<file path="config.mk">
export PLATFORM = sky130hd
export DESIGN_NAME = hdu_front_flat
export DESIGN_NICKNAME = d
export VERILOG_FILES = /design/src/rtl/hdu_pkg.sv /design/src/rtl/hdu_if.sv /design/src/rtl/hdu_front.sv /design/src/flat_wrapper.sv
export SDC_FILE = /design/constraint.sdc
export NUM_CORES = 1
export LEC_CHECK = 0
export ABC_AREA = 1
export BUFFER_PORTS_ARGS = -buffer_cell sky130_fd_sc_hd__buf_4
export CAP_MARGIN = 25
export CORE_ASPECT_RATIO = 1.75
export CORE_MARGIN = 2
export CORE_UTILIZATION = 41
export DETAILED_ROUTE_END_ITERATION = 10
export GPL_TIMING_DRIVEN = 0
export REMOVE_ABC_BUFFERS = 1
export SYNTH_ARGS = -nofsm -noshare
export SYNTH_HDL_FRONTEND = slang
export SYNTH_SLANG_ARGS = --single-unit
</file>
<file path="constraint.sdc">
create_clock -name clk_i -period 6 [get_ports clk_i]
set_input_delay 1.5 -clock clk_i [delete_from_list [all_inputs] [get_ports clk_i]]
set_output_delay 1.5 -clock clk_i [all_outputs]
set_load 0.01 [all_outputs]
</file>
<file path="src/rtl/hdu_pkg.sv">
`default_nettype none
// ---------------------------------------------------------------------------
// hdu_pkg: shared types and constants for the hash dedup unique id block
// Field widths, default capacity and the front-to-back command word.
// ---------------------------------------------------------------------------
package hdu_pkg;

  localparam int unsigned HashW     = 64;
  localparam int unsigned ElemW     = 8;
  localparam int unsigned IdW       = 8;
  localparam int unsigned CountW    = 9;
  localparam int unsigned CapacityDefault = 256;

  typedef enum logic {
    MODE_ADD   = 1'b0,
    MODE_CLEAR = 1'b1
  } mode_e;

  // Command word handed from the front to the back through the queue
  typedef struct packed {
    logic             clear;
    logic [HashW-1:0] hash;
    logic [ElemW-1:0] elem;
  } cmd_t;

  typedef enum logic [2:0] {
    ST_IDLE,
    ST_READ,
    ST_CMP,
    ST_WRITE,
    ST_OUT
  } back_state_e;

endpackage
`default_nettype wire

</file>
<file path="src/rtl/hdu_if.sv">
`default_nettype none
// ---------------------------------------------------------------------------
// hdu_in_if / hdu_out_if: valid/ready channels of the hash dedup block
// Source drives valid and payload, sink drives ready.
// ---------------------------------------------------------------------------
interface hdu_in_if;
  logic        valid;
  logic        ready;
  logic        mode;
  logic [63:0] hash_value;
  logic [7:0]  element_index;
  modport source (output valid, mode, hash_value, element_index, input ready);
  modport sink   (input valid, mode, hash_value, element_index, output ready);
endinterface

`default_nettype wire

</file>
<file path="src/rtl/hdu_front.sv">
`default_nettype none
// ---------------------------------------------------------------------------
// hdu_front: input stage and two-entry command queue
// Packs accepted words into commands; the back end pops them on its own.
// ---------------------------------------------------------------------------
module hdu_front
  import hdu_pkg::*;
(
  input  wire logic clk_i,
  input  wire logic rst_ni,
  hdu_in_if.sink    in_if,
  output logic      cmd_valid_o,
  output cmd_t      cmd_o,
  input  wire logic cmd_pop_i
);
  cmd_t       buf_q [2];
  logic       rd_ptr_q, wr_ptr_q;
  logic [1:0] cnt_q;
  logic       push;

  assign in_if.ready = (cnt_q != 2'd2);
  assign push        = in_if.valid && in_if.ready;
  assign cmd_valid_o = (cnt_q != 2'd0);
  assign cmd_o       = buf_q[rd_ptr_q];

  // payload storage
  always_ff @(posedge clk_i) begin
    if (push) begin
      buf_q[wr_ptr_q] <= '{clear: (in_if.mode == MODE_CLEAR),
                           hash: in_if.hash_value, elem: in_if.element_index};
    end
  end

  // pointers and fill level
  always_ff @(posedge clk_i or negedge rst_ni) begin
    if (!rst_ni) begin
      rd_ptr_q <= 1'b0;
      wr_ptr_q <= 1'b0;
      cnt_q    <= 2'd0;
    end else begin
      if (push) wr_ptr_q <= ~wr_ptr_q;
      if (cmd_pop_i) rd_ptr_q <= ~rd_ptr_q;
      cnt_q <= cnt_q + {1'b0, push} - {1'b0, cmd_pop_i};
    end
  end

  assert property (@(posedge clk_i) disable iff (!rst_ni) cmd_pop_i |-> cnt_q != 2'd0)
    else $error("pop from empty queue");
  assert property (@(posedge clk_i) disable iff (!rst_ni) cnt_q <= 2'd2)
    else $error("queue overflow");
  assert property (@(posedge clk_i) disable iff (!rst_ni)
                   (cnt_q == 2'd2 && !cmd_pop_i) |=> cnt_q == 2'd2)
    else $error("queue lost a word");
endmodule
`default_nettype wire

</file>
<file path="src/flat_wrapper.sv">
// flat-port wrapper written by rule: the top's interface ports become plain ports
module hdu_front_flat import hdu_pkg::*;
  (clk_i, rst_ni, cmd_valid_o, cmd_o, cmd_pop_i, in_if_valid, in_if_mode, in_if_hash_value, in_if_element_index, in_if_ready);
  hdu_in_if in_if_i ();
  input  wire logic clk_i;
  input  wire logic rst_ni;
  output logic cmd_valid_o;
  output cmd_t cmd_o;
  input  wire logic cmd_pop_i;
  input wire logic [$bits(in_if_i.valid)-1:0] in_if_valid;
  input wire logic [$bits(in_if_i.mode)-1:0] in_if_mode;
  input wire logic [$bits(in_if_i.hash_value)-1:0] in_if_hash_value;
  input wire logic [$bits(in_if_i.element_index)-1:0] in_if_element_index;
  output wire logic [$bits(in_if_i.ready)-1:0] in_if_ready;
  assign in_if_i.valid = in_if_valid;
  assign in_if_i.mode = in_if_mode;
  assign in_if_i.hash_value = in_if_hash_value;
  assign in_if_i.element_index = in_if_element_index;
  assign in_if_ready = in_if_i.ready;
  hdu_front u_core (.clk_i(clk_i), .rst_ni(rst_ni), .in_if(in_if_i), .cmd_valid_o(cmd_valid_o), .cmd_o(cmd_o), .cmd_pop_i(cmd_pop_i));
endmodule
</file>
==> flow_summary.ini, run 1 <==
[setup_path]
cp.arrival_ns = 2.09
cp-start-kind = flop
reg2reg_slack_ns = 3.94
reg2regPathDepth = 4
reg2reg_from = u_core.cnt_q[1]$_DFF_PN0_
rr_endpoint = u_core.buf_q[1][67]$_DFFE_PP_
crit_fanout = 48
path_class = reg -> out
path_depth = 3
crit_slowest_cell = dfrtp_4
crit_path_end_kind = output port
crit_required_ns = 4.50
path_buf_inv = 2
slowest_delay_ns = 0.73
crit_chain = buf_16, mux2_2, buf_4
path_delay_family = flip-flops

[global_routing]
grt_overflow_total = 0
grt_pass1_wl_mm = 15.71
antenna_found_initial = 0
grt_use_total = 0.1435
grt_start_max_net_pins = 49
first_global_vias = 3007

[floorplan]
dieArea_mm2 = 0.01498
die_y_um = 160.4
num_rows = 57
ios = 152
core_area_mm2 = 0.01376
initial_core_util = 0.4164
die_w_um = 93.38

[drt]
routed_wl_mm = 10.49
wl_per_cell_um = 17.17
firstDrtPassIters = 4
postRouteAntennaNets = 0
drtIter0Drc = 101
avgViaCountPerCell = 4.597
remaining_drc_errors = 0
vias = 2809

[timing]
worstMarginPinSlew_ns = 0.9199
final_max_slew_viol_count = 0
final.min_clock_period_ns = 3.591
rsz0062_at_grt = no
worst_clock_skew_ns = 0.009040
slew_headroom = 0.3853
hold_viol = 0
fin_crit_sh = 0.5985
fin_setup_tns_ns = 0
fmax_ghz = 0.2785
hold_slack_ns = 0.5898
finalSetupViolations = 0

[synth]
yosys_warnings = 0
ys_seq_elements = 150
synth_most_common_cell = edfxtp_1
synth_edf_count = 146
syn_avg_cell_area_um2 = 22.39
synth_top_area_cell = edfxtp_1
synth-async-reset-ratio = 0.02667
synth_seq_area_share = 0.7824
synth_cell_types = 13
synth_top_cells_by_count = 146 x edfxtp_1, 60 x mux2_4, 13 x mux2_2
synth_cells = 256
synth_area_leaders = edfxtp_1 76%, mux2_4 16%, mux2_2 2.6%
synth_ff_type = edfxtp_1
synth_area_mm2 = 0.005732
synth_top_area_frac = 0.7649

[clock_network]
clockBufferDepth = 2
path_clk_slew_ns = 0.06
postCtsSetupRepairBufs = 0
hold_buffers = 0
clockRootBuffer = clkbuf_16
cts_tree = done
numClockSinks = 150
ctsResizeCount = 0
htree_levels = 4
clk-insertion-delay-late_ns = 0.41
cts_inserted_buffers = 17

[placement]
gp_congestion = 0.7505
dpl.hpwl_mm = 7.009
place.port_buffers = 151

[pwr]
comb_power_share = 0.322
p_int_mw = 2.876
p_per_area_mw_per_mm2 = 505.9
p_leak_nw = 3.114
power.switching_mw = 1.054
ir_worst_vdd_uv = 299.6
power_frac_clock = 0.289
netSwitchingFraction = 0.2682
pwr-share-seq = 0.389

[finish]
drive_gt1_frac = 0.6014
fin_nets = 501
area_delta_synth_final_pct = 35.54
utilization = 0.5644
n_antenna_cell = 0

[worst_hold_path]
holdPathEnd = u_core.wr_ptr_q$_DFFE_PN0P_
hold_depth = 2
hp-class = reg -> reg
min_from = u_core.wr_ptr_q$_DFFE_PN0P_

[status]
status = finished, final reports clean

[flow_run]
max-cap-violations = 0
-- final cells by class --
cell class / count / area [um2]
timing repair buffer: 156 / 1249
multi-input combinational: 91 / 1152
sequential: 150 / 4488
clock buffer: 18 / 429.2
inverter: 7 / 26.28
fill: 1085 / 5996
tap: 177 / 221.5
clock inverter: 12 / 202.7
-- power by group through the flow --
stage	Clock, mW	Sequential [mW]	Combinational (mW)
finish	1.13	1.53	1.27
global route	1.20	1.55	1.36
CTS	1.16	1.54	1.30
detailed placement	0	1.56	1.29
global placement	0	1.68	1.22
floorplan	0	1.61	0.717
-- worst max path at each step --
stage	from	to	slack, ns
floorplan	in_if_valid	u_core.buf_q[1][0]$_DFFE_PP_	0.82
global placement	in_if_valid	u_core.buf_q[1][54]$_DFFE_PP_	-1.09
detailed placement	u_core.rd_ptr_q$_DFFE_PN0P_	cmd_o[0]	2.82
CTS	u_core.rd_ptr_q$_DFFE_PN0P_	cmd_o[0]	2.37
global route	u_core.rd_ptr_q$_DFFE_PN0P_	cmd_o[63]	2.32
finish	u_core.rd_ptr_q$_DFFE_PN0P_	cmd_o[66]	2.41
-- sequential cells by signal, summed over array words and instances, names as in the netlist --
signal	cells
u_core.buf_q	146
u_core.rd_ptr_q	1
u_core.wr_ptr_q	1
u_core.cnt_q	2
-- logic make-up (layout without fill, tap and decap cells) --
| family | Yosys count | count (layout) | share of synthesized area |
|---|---|---|---|
| AOI/OAI and AO/OA | 1 | 1 | 0.0008723 |
| xor gates and xnor gates | 2 | 2 | 0.003057 |
| DFF | 150 | 150 | 0.7824 |
| buffers and inverters | 15 | 193 | 0.01921 |
| muxes | 73 | 73 | 0.1827 |
| and+or+nand+nor | 14 | 14 | 0.009604 |
| adders and majority gates | 1 | 1 | 0.002183 |
-- through the flow --
step | instances | area, um2 | power (mW) | setup slack [ns]
after floorplan | 248 | 5648 | 2.330 | 0.8207
after global placement | 576 | 7003 | 2.900 | -1.085
after detailed placement | 581 | 7137 | 2.849 | 2.824
after CTS | 611 | 7769 | 3.993 | 2.366
after global routing | 611 | 7769 | 4.110 | 2.319
final | 611 | 7769 | 3.930 | 2.409
-- worst reg2reg max path: stages (launching register included) --
cell     delay [ns]
dfrtp_1        0.41
nand2_1        0.13
nand2_1        0.18
nor2_4         0.75
buf_12         0.29
-- layer usage --
layer,vias to the layer above,track usage,part of all wire
li1,1328,-,-
met1,1384,0.1409,0.34
met2,85,0.2606,0.58
met3,12,0.05300,0.059
met4,0,0.06618,0.021
met5,-,0,0
-- layout by cell type, fill, tap and decap left out, types with 3 or more instances in the layout --
cell       count
buf_4        151
dfrtp_1        3
clkinv_4       3
nand2_1        8
mux2_2        13
clkbuf_16     17
mux2_4        60
inv_1          7
buf_12         3
edfxtp_1     146
bufinv_16      5
No activity file was read; power rests on OpenSTA's default activity.
==> inputs of run 2 (changes only) <==
PLACE_DENSITY = 0.67   (was default)
clock period = 3.2 ns   (was 6 ns; I/O delays follow)
==> run 2 against run 1 <==
  * Design area is 0.45% lower
  * Register-to-register slack worse by 2.7 ns
  * Largest cell class unchanged
  * Largest power group unchanged
  * Total power up 80%
==> flow_summary.ini, run 2 (synthesis results as in run 1) <==
[timing]
rsz0062_at_grt = no
worst_clock_skew_ns = 0.007165
worstMarginPinSlew_ns = 0.6497
fin_crit_sh = 0.9195
hold_viol = 0
fmax_ghz = 0.3399
slew_headroom = 0.5668
finalSetupViolations = 0
final_max_slew_viol_count = 0
timing.final.ws_setup_ns = 0.2577
final.min_clock_period_ns = 2.942

[setup_path]
crit_required_ns = 2.40
path_class = reg -> out
slowest_delay_ns = 0.83
rr_endpoint = u_core.buf_q[1][35]$_DFFE_PP_
reg2reg_slack_ns = 1.28
reg2regPathDepth = 5
cp.arrival_ns = 2.14
crit_fanout = 41
path_depth = 3
crit_slowest_cell = dfrtp_4
path_delay_family = flip-flops
crit_chain = buf_16, mux2_2, buf_4
critPathLaunch = u_core.rd_ptr_q$_DFFE_PN0P_
crit_path_end = cmd_o[70]
reg2reg_from = u_core.cnt_q[1]$_DFF_PN0_
crit_path_end_kind = output port
path_buf_inv = 2
cp-start-kind = flop

[clock_network]
postCtsSetupRepairBufs = 0
cts_tree = done
clockBufferDepth = 2
htree_levels = 4
hold_buffers = 0
clk-insertion-delay-late_ns = 0.40
cts_inserted_buffers = 17
clockRootBuffer = clkbuf_16
path_clk_slew_ns = 0.06
ctsResizeCount = 0
numClockSinks = 150

[placement]
gp_congestion = 0.7001
place.port_buffers = 151
dpl.hpwl_mm = 7.327
place_ws_ns = 0.6389

[pwr]
pwr-share-seq = 0.410
fin_total_pwr_mw = 7.073
p_int_mw = 5.068
comb_power_share = 0.341
p_leak_nw = 3.075
power.switching_mw = 2.004
ir_worst_vdd_uv = 613.3
netSwitchingFraction = 0.2834
p_per_area_mw_per_mm2 = 914.6
power_frac_clock = 0.249

[finish]
layout_common_cells = 151 x buf_4, 146 x edfxtp_1, 60 x mux2_4, 17 x clkbuf_16, 13 x mux2_2
utilization = 0.5619
largest-register = u_core.buf_q
fillCellCount = 1107
layout_commonest_cell = buf_4
n_antenna_cell = 0
area_delta_synth_final_pct = 34.93
drive_gt1_frac = 0.6005
top_regs = u_core.buf_q: 146 flops, u_core.cnt_q: 2 flops
largest_reg_flops = 146
fin_nets = 503

[floorplan]
die_y_um = 160.4
dieArea_mm2 = 0.01498
die_w_um = 93.38
core_area_mm2 = 0.01376
initial_core_util = 0.4164
num_rows = 57
ios = 152

[global_routing]
grt_pass1_wl_mm = 15.81
grt_start_max_net_pins = 42
grt_use_total = 0.1408
antenna_found_initial = 0
first_global_vias = 3103
grt_overflow_total = 0

[drt]
wl_per_cell_um = 16.81
avgViaCountPerCell = 4.646
firstDrtPassIters = 4
vias = 2857
drtIter0Drc = 72
remaining_drc_errors = 0
routed_wl_mm = 10.34
postRouteAntennaNets = 0

[flow_run]
max-cap-violations = 0

[worst_hold_path]
hp-class = in -> async

[status]
status = finished, final reports clean
-- run 2: routing by layer --
layer,global-route usage,up-vias,part of all wire
met1,0.1440,1412,0.35
met4,0.08356,0,0.038
met2,0.2518,86,0.57
met3,0.03612,24,0.041
li1,-,1335,-
met5,0,-,0
-- run 2: power groups by stage --
stage | combinational [mW] | clock, mW | sequential [mW]
finish | 2.41 | 1.76 | 2.90
global route | 2.57 | 1.90 | 2.95
CTS | 2.47 | 1.82 | 2.91
detailed placement | 2.46 | 0 | 2.95
global placement | 2.29 | 0 | 3.13
floorplan | 1.34 | 0 | 3.03
-- run 2: cell type report --
cell class,count,area [um2],share of cell area
flip-flops and latches,150,4488,0.5803
repair buffers,158,1311,0.1696
multi-input cells,91,1152,0.1490
clock buffers,20,436.7,0.05646
well taps,177,221.5,0.02864
clock inverters,12,97.59,0.01262
inverters,7,26.28,0.003398
-- run 2: how the worst min path moves through the flow --
stage,end,slack (ns),cells after the start
2_1_floorplan,u_core.wr_ptr_q$_DFFE_PN0P_,0.49,2
3_3_place_gp,u_core.wr_ptr_q$_DFFE_PN0P_,0.50,2
3_5_place_dp,u_core.rd_ptr_q$_DFFE_PN0P_,0.60,1
4_1_cts,u_core.wr_ptr_q$_DFFE_PN0P_,0.16,1
5_1_grt,u_core.wr_ptr_q$_DFFE_PN0P_,0.15,1
6_report,u_core.wr_ptr_q$_DFFE_PN0P_,0.18,1
-- run 2: through the flow --
stage | setup TNS, ns | area (um2) | std cells | hold slack, ns
6_report | 0 | 7734 | 615 | 0.1834
5_1_grt | 0 | 7734 | 615 | 0.1518
4_1_cts | 0 | 7734 | 615 | 0.1606
3_5_place_dp | 0 | 7199 | 583 | 0.6019
3_3_place_gp | -563.57 | 7003 | 576 | 0.5047
2_1_floorplan | -228.61 | 5648 | 248 | 0.4892
